$ cat config.mk
export PLATFORM = sky130hd
export DESIGN_NAME = srdiv_cell
export DESIGN_NICKNAME = d
export VERILOG_FILES = /design/src/rtl/assert_macros.svh /design/src/rtl/srdiv_pkg.sv /design/src/rtl/srdiv_cell.sv
export SDC_FILE = /design/constraint.sdc
export NUM_CORES = 1
export LEC_CHECK = 0
export BUFFER_PORTS_ARGS = -buffer_cell sky130_fd_sc_hd__buf_2
export CAP_MARGIN = 30
export CELL_PAD_IN_SITES_DETAIL_PLACEMENT = 0
export CELL_PAD_IN_SITES_GLOBAL_PLACEMENT = 1
export CORE_AREA = 2 2 162 164
export DETAILED_ROUTE_END_ITERATION = 6
export DIE_AREA = 0 0 164 166
export PLACE_DENSITY = 0.85
export SETUP_SLACK_MARGIN = 0.05
export SYNTH_ARGS = -nofsm -noshare
export SYNTH_HDL_FRONTEND = slang
export SYNTH_SLANG_ARGS = --single-unit
$ cat constraint.sdc
create_clock -name clock -period 3.92 [get_ports clock]
set_input_delay 0.392 -clock clock [delete_from_list [all_inputs] [get_ports clock]]
set_output_delay 0.392 -clock clock [all_outputs]
set_load 0.005 [all_outputs]
$ cat src/rtl/assert_macros.svh
// assertion macros used by the signed restoring divider
// no dependencies; included by files that carry concurrent assertions
`ifndef ASSERT_MACROS_SVH
`define ASSERT_MACROS_SVH

// plain clocked property, disabled during reset
`define ASSERT_CLK(label, clk, rst, prop, msg) \
   label: assert property (@(posedge clk) disable iff (rst) (prop)) else $error(msg);

// antecedent implies consequent in the same cycle
`define ASSERT_IMPL(label, clk, rst, ante, cons, msg) \
   label: assert property (@(posedge clk) disable iff (rst) (ante) |-> (cons)) else $error(msg);

`endif

$ cat src/rtl/srdiv_pkg.sv
// shared constants and types for the signed restoring divider
// no dependencies; imported by srdiv_cell, signed_restoring_divider and the testbench
package srdiv_pkg;

   localparam int DATA_BYTES_DEFAULT = 8;
   localparam int PORT_WIDTH         = 64;

   // per-request control that travels down the cell row beside the data
   typedef struct packed {
      logic valid;
      logic neg_quo;
      logic neg_rem;
      logic div_zero;
   } srdiv_ctrl_type;

endpackage

$ cat src/rtl/srdiv_cell.sv
// one restoring division step: shift, trial subtract, restore, then register
// depends on srdiv_pkg
module srdiv_cell import srdiv_pkg::*; #(
   parameter int W = PORT_WIDTH
) (
   input  logic           clock,
   input  logic           reset,
   input  srdiv_ctrl_type ctrl_i,
   input  logic [W-1:0]   rem_i,
   input  logic [W-1:0]   aq_i,
   input  logic [W-1:0]   mag_b_i,
   output srdiv_ctrl_type ctrl_o,
   output logic [W-1:0]   rem_o,
   output logic [W-1:0]   aq_o,
   output logic [W-1:0]   mag_b_o
);

   srdiv_ctrl_type ctrl_ff;
   logic [W-1:0]   rem_ff, rem_in;
   logic [W-1:0]   aq_ff, aq_in;
   logic [W-1:0]   mag_b_ff;
   logic [W:0]     rem_shift;
   logic [W+1:0]   diff;
   logic           q_bit;

   // partial remainder stays below the divisor, so the shifted value fits
   assign rem_shift = {rem_i, aq_i[W-1]};
   assign diff      = {1'b0, rem_shift} - {2'b00, mag_b_i};
   assign q_bit     = ~diff[W+1];

   always_comb begin
      rem_in = q_bit ? diff[W-1:0] : rem_shift[W-1:0];
      aq_in  = {aq_i[W-2:0], q_bit};
   end

   always_ff @(posedge clock) begin
      if (reset) begin
         ctrl_ff.valid <= 1'b0;
      end else begin
         ctrl_ff.valid <= ctrl_i.valid;
      end
      ctrl_ff.neg_quo  <= ctrl_i.neg_quo;
      ctrl_ff.neg_rem  <= ctrl_i.neg_rem;
      ctrl_ff.div_zero <= ctrl_i.div_zero;
      rem_ff           <= rem_in;
      aq_ff            <= aq_in;
      mag_b_ff         <= mag_b_i;
   end

   assign ctrl_o  = ctrl_ff;
   assign rem_o   = rem_ff;
   assign aq_o    = aq_ff;
   assign mag_b_o = mag_b_ff;

endmodule

==> key figures, run 1 <==
Clock tree
  – Hold buffers post-CTS: 0
  – CTS tree: built
  – H-tree depth: 4
  – CTS root buf: clkbuf_16
  – Clock sinks: 196
  – Post-CTS resize count: 0
  – Setup repair bufs after CTS: 0
  – Cts bufs inserted: 17
  – CTS Buffer Depth: 2
  – Clk pin slew, worst setup/hold paths: 90 ps

Pwr
  – Max VDD drop: 0.215 mV
  – PD cells: 470 nW/um^2
  – Leakage: 5.80 nW

Place
  – Cell Area, Placed: 10,900 sq um
  – Worst slack at placement: 118 ps
  – GPL Wtd Cong: 0.898
  – IO buf count: 393
  – DP HPWL: 22,300 um

Global routing
  – Largest net degree at the start of global routing: 66
  – Initial antenna violation count: 4
  – Vias in the first global route: 8,107
  – Total gr overflow: 0
  – Total global-route track usage: 19.3%
  – First-pass GRT wire length: 41,100 um

STA
  – Slew Limit Fails: 0
  – Rel. slew slack: 56.6%
  – RSZ-0062 raised after global routing: no
  – Max frequency: 0.295 GHz
  – Minimum clock period: 3390 ps
  – Final count of hold timing violations: 0
  – Setup-failing EPs final: 0
  – Setup ws final: 531 ps
  – Final period util: 86.4%
  – Slew @ Worst Pin: 650 ps
  – Setup TNS: 0 ps

Worst setup path
  – Crit path DAT: 3710 ps
  – Startpoint Class: input port
  – WP data required: 4250 ps
  – Crit. End Element: flop
  – Crit path max fanout: 65
  – Critical path class: in -> reg

Min path
  – Worst min path class: in -> reg

Logic synthesis
  – Synth Register Bits: 196
  – Synth area leader: dfxtp_1
  – Yosys top cell area share: 46.0%
  – Top cells by count, synth: 196 x dfxtp_1, 133 x a21oi_1, 96 x nor2_1, 86 x inv_1, 71 x nand2_1
  – Number of flops mapped to enable cells by yosys: 0
  – Area of the mapped netlist: 8530 sq um
  – FFs w/ async S/R, synth: 0%
  – Synth warnings: 0
  – Syn nets: 1,203
  – Synth top area cells: dfxtp_1 46%, ha_1 9.4%, a21oi_1 7.8%
  – Seq/Total Area, Yosys: 46.0%
  – Avg Inst Size Synth: 9.07 sq um
  – Most common cell in the netlist: dfxtp_1
  – Post-synth top flop: dfxtp_1
  – Gate Count Post-Synth: 940
  – Synth cell types: 60

Final layout
  – Final Cell Area: 11,500 sq um
  – Share of cells above drive strength 1: 33.9%
  – Layout area overhead: 35.2%
  – Nets: 1,597

Routing
  – Routed WL per cell: 16.0 um
  – Drt pass-1 iters: 5
  – Vias per std cell: 4.78
  – Final ANT Viol Nets: 0
  – Via count: 8,047
  – Initial DRC Count: 480
  – Drt total wl: 26,900 um
  – Drc violations: 0

Run status
  – Status: finished clean

Floorplanning
  – I/O pin count: 394
  – Starting Density: 33.3%
  – Die Wd: 164 um
  – Rows: 59
  – Die area: 27,200 sq um
  – Die Span Y: 166 um
  – Core ar.: 25,600 sq um

Flow run
  – Max-Cap Viols: 0
-- critical path: stages --
cell,delay (ps)
buf_2,90
inv_1,40
ha_1,370
o211ai_1,120
a21o_1,190
a21oi_1,260
a221o_2,260
a31oi_2,180
o41ai_4,570
a211oi_2,190
o31ai_4,320
buf_12,300
mux2_2,380
-- cell families after synthesis --
| kind of cell | Yosys count | synth area share, % |
|---|---|---|
| buf+inv | 113 | 5.37 |
| xor+xnor | 57 | 5.85 |
| compound gates | 268 | 19.6 |
| mux | 14 | 1.82 |
| fa+ha+maj | 65 | 9.62 |
| flops | 196 | 46.0 |
| simple gates | 227 | 11.7 |
-- metrics by stage --
step / util, % / cells / hold WS (ps) / power (mW)
6_report: 45.0 / 1685 / 44.5 / 5.43
3_5_place_dp: 42.4 / 1650 / 496 / 3.55
4_1_cts: 45.0 / 1682 / 25.5 / 5.50
3_3_place_gp: 42.4 / 1650 / 495 / 3.55
5_1_grt: 45.0 / 1683 / 20.6 / 5.71
2_1_floorplan: - / 940 / 420 / 3.01
-- registers in the layout (all words and copies together) (netlist names) --
signal / cells
mag_b_o: 64
rem_o: 64
aq_o: 64
ctrl_o: 4
-- report_power, final --
| part | total (mW) | switching, mW | internal, mW |
|---|---|---|---|
| sequential | 2.26 | 0.0576 | 2.21 |
| combinational | 1.24 | 0.680 | 0.559 |
| clock | 1.92 | 0.920 | 1.00 |
| total | 5.43 | 1.66 | 3.77 |
-- final cells by class --
class / instances / area (sq um)
antenna: 3 / 7.51
timing repair buffer: 402 / 2060
multi-input combinational: 631 / 4150
clock buffer: 17 / 425
sequential: 196 / 3920
fill: 2491 / 14100
inverter: 86 / 323
tap: 335 / 419
clock inverter: 15 / 226
-- path summary, 6_finish.rpt --
check | start | endpoint | slack (ps) | depth (start not counted)
setup / recovery | mag_b_i[4] | rem_o[18] | 530 | 13
hold / removal | aq_i[11] | aq_o[12] | 40 | 1
-- layer usage --
metal	share of wire, %	GRT usage [%]	vias to the layer above	wire, um
met5	0.048	0	-	13
met4	2.8	7.44	2	767
met3	6.6	4.37	42	1790
met2	52	36.2	311	14000
met1	38	20.6	3658	10300
li1	-	-	4034	-
-- cell usage in the layout, fill, tap and decap left out, types with 28 or more instances in the layout --
cell type / n
dfxtp_1: 196
nor2_1: 96
inv_1: 86
ha_1: 64
nand2_1: 71
o21ai_0: 28
xnor2_1: 31
buf_2: 393
a21oi_1: 133
No activity file was read; power rests on OpenSTA's default activity.
==> inputs of run 2 (changes only) <==
Settings changed: CORE_AREA 2 2 162 164 to 2 2 172 174, DIE_AREA 0 0 164 166 to 0 0 174 176, PLACE_DENSITY 0.85 to 0.8.
Clock period 3.92 ns to 3 ns, I/O delays scaled along.
==> key figures, run 2 (synthesized netlist as in run 1, its figures left out) <==
Final layout
  – Sequential cell area: 3920 sq um
  – Most common cell after layout, fill and taps aside: buf_2
  – Share of cells above drive strength 1: 39.9%
  – Multi-input gate area: 4430 sq um
  – Commonest cells after routing, fill and taps aside: 393 x buf_2, 196 x dfxtp_1, 127 x buf_4
  – Non-filler cells, final: 1,991
  – Final Cell Area: 14,200 sq um
  – Layout area overhead: 66.2%
  – Filler cell count: 2,745
  – Nets: 1,855
  – Final Util: 49.7%

Pwr
  – Sw Share: 31.1%
  – Seq pwr share: 40.0%
  – Leakage: 6.98 nW
  – Net Sw Power: 2.30 mW
  – Clock Power Share: 31.8%
  – Internal power: 5.08 mW
  – Final Power: 7.38 mW
  – Combinational Power Share: 28.2%
  – Max VDD drop: 0.371 mV
  – PD cells: 521 nW/um^2

Worst setup path
  – Crit path max fanout: 6
  – Crit path DAT: 3190 ps
  – Crit. End Element: flop
  – WP data required: 3340 ps
  – Startpoint Class: input port
  – Critical path class: in -> reg

Place
  – IO buf count: 393
  – GPL Wtd Cong: 0.866
  – Inst Count DP: 1,814
  – Worst slack at placement: -468 ps
  – DP HPWL: 23,600 um
  – Cell Area, Placed: 11,800 sq um

STA
  – WHS: 30.4 ps
  – Final period util: 95.1%
  – Slew Limit Fails: 0
  – Setup TNS: 0 ps
  – Setup ws final: 146 ps
  – Setup-failing EPs final: 0
  – Rel. slew slack: 66.8%
  – Slew @ Worst Pin: 494 ps
  – Max frequency: 0.350 GHz
  – RSZ-0062 raised after global routing: no
  – Final count of hold timing violations: 0
  – Minimum clock period: 2850 ps

Routing
  – Final ANT Viol Nets: 0
  – Initial DRC Count: 363
  – Highest metal used: met5
  – Via count: 9,078
  – Drc violations: 0
  – DRT met1 WL: 12,600 um
  – Met2 WL: 16,300 um
  – Drt total wl: 31,800 um
  – Met3 routed WL: 1850 um
  – Vias per std cell: 4.56
  – Drt pass-1 iters: 6
  – Routed WL per cell: 16.0 um

Clock tree
  – H-tree depth: 4
  – CTS tree: built
  – Clock sinks: 196
  – Cts bufs inserted: 17
  – CTS Buffer Depth: 2
  – Clk pin slew, worst setup/hold paths: 90 ps
  – CTS root buf: clkbuf_16

Floorplanning
  – Rows: 62
  – I/O pin count: 394
  – Die Wd: 174 um
  – Die area: 30,600 sq um
  – Core ar.: 28,500 sq um
  – Die Span Y: 176 um
  – Starting Density: 29.9%

Min path
  – Worst min path class: in -> reg

Global routing
  – Total gr overflow: 0
  – First-pass GRT wire length: 47,400 um
  – Largest net degree at the start of global routing: 40
  – Total global-route track usage: 19.6%
  – Initial antenna violation count: 4
  – Vias in the first global route: 9,250

Flow run
  – Max-Cap Viols: 0

Run status
  – Status: finished clean
## run 2: path summary, 6_finish.rpt
check        from        end  slack, ps  depth (start not counted)
min         reset  ctrl_o[3]         30                          2
max    mag_b_i[8]  rem_o[12]        150                         15
## run 2: layer usage
layer / vias up / global-route usage, %
met4: 4 / 7.00
met5: - / 0
met2: 322 / 36.4
met3: 51 / 4.24
met1: 4146 / 21.9
li1: 4555 / -
## run 2: layout make-up
type	count	area share, %
Inverter	86	2.28
Sequential cell	196	27.7
Clock inverter	15	1.25
Clock buffer	17	3.00
Tap cell	384	3.39
Timing Repair Buffer	660	31.1
Antenna cell	2	0.0353
Multi-Input combinational cell	631	31.3
## run 2: power groups by stage
| stage | logic (mW) | registers (mW) | clock network, mW |
|---|---|---|---|
| 6_report | 2.08 | 2.96 | 2.34 |
| 5_1_grt | 2.29 | 2.98 | 2.52 |
| 4_1_cts | 1.95 | 2.96 | 2.42 |
| 3_5_place_dp | 1.81 | 3.01 | 0 |
| 3_3_place_gp | 1.80 | 3.01 | 0 |
| 2_1_floorplan | 0.872 | 3.05 | 0 |
## run 2: repair_timing
item	CTS	global route
gates resized for setup	1	76
cloned	0	5
buffers inserted	0	11
endpoints found under the setup margin	2	52
endpoints found under the hold margin	127	0
hold buffers	127	0
pin swaps	0	34
## run 2: critical path, cell delays in order
cell	delay, ps
buf_2	90
inv_1	50
ha_2	390
nand2_1	60
o21ai_0	200
a21o_1	160
a221o_2	180
a31oi_2	80
buf_4	170
o41ai_4	400
a211oi_4	130
o31ai_4	290
buf_6	170
clkbuf_16	170
mux2_2	340
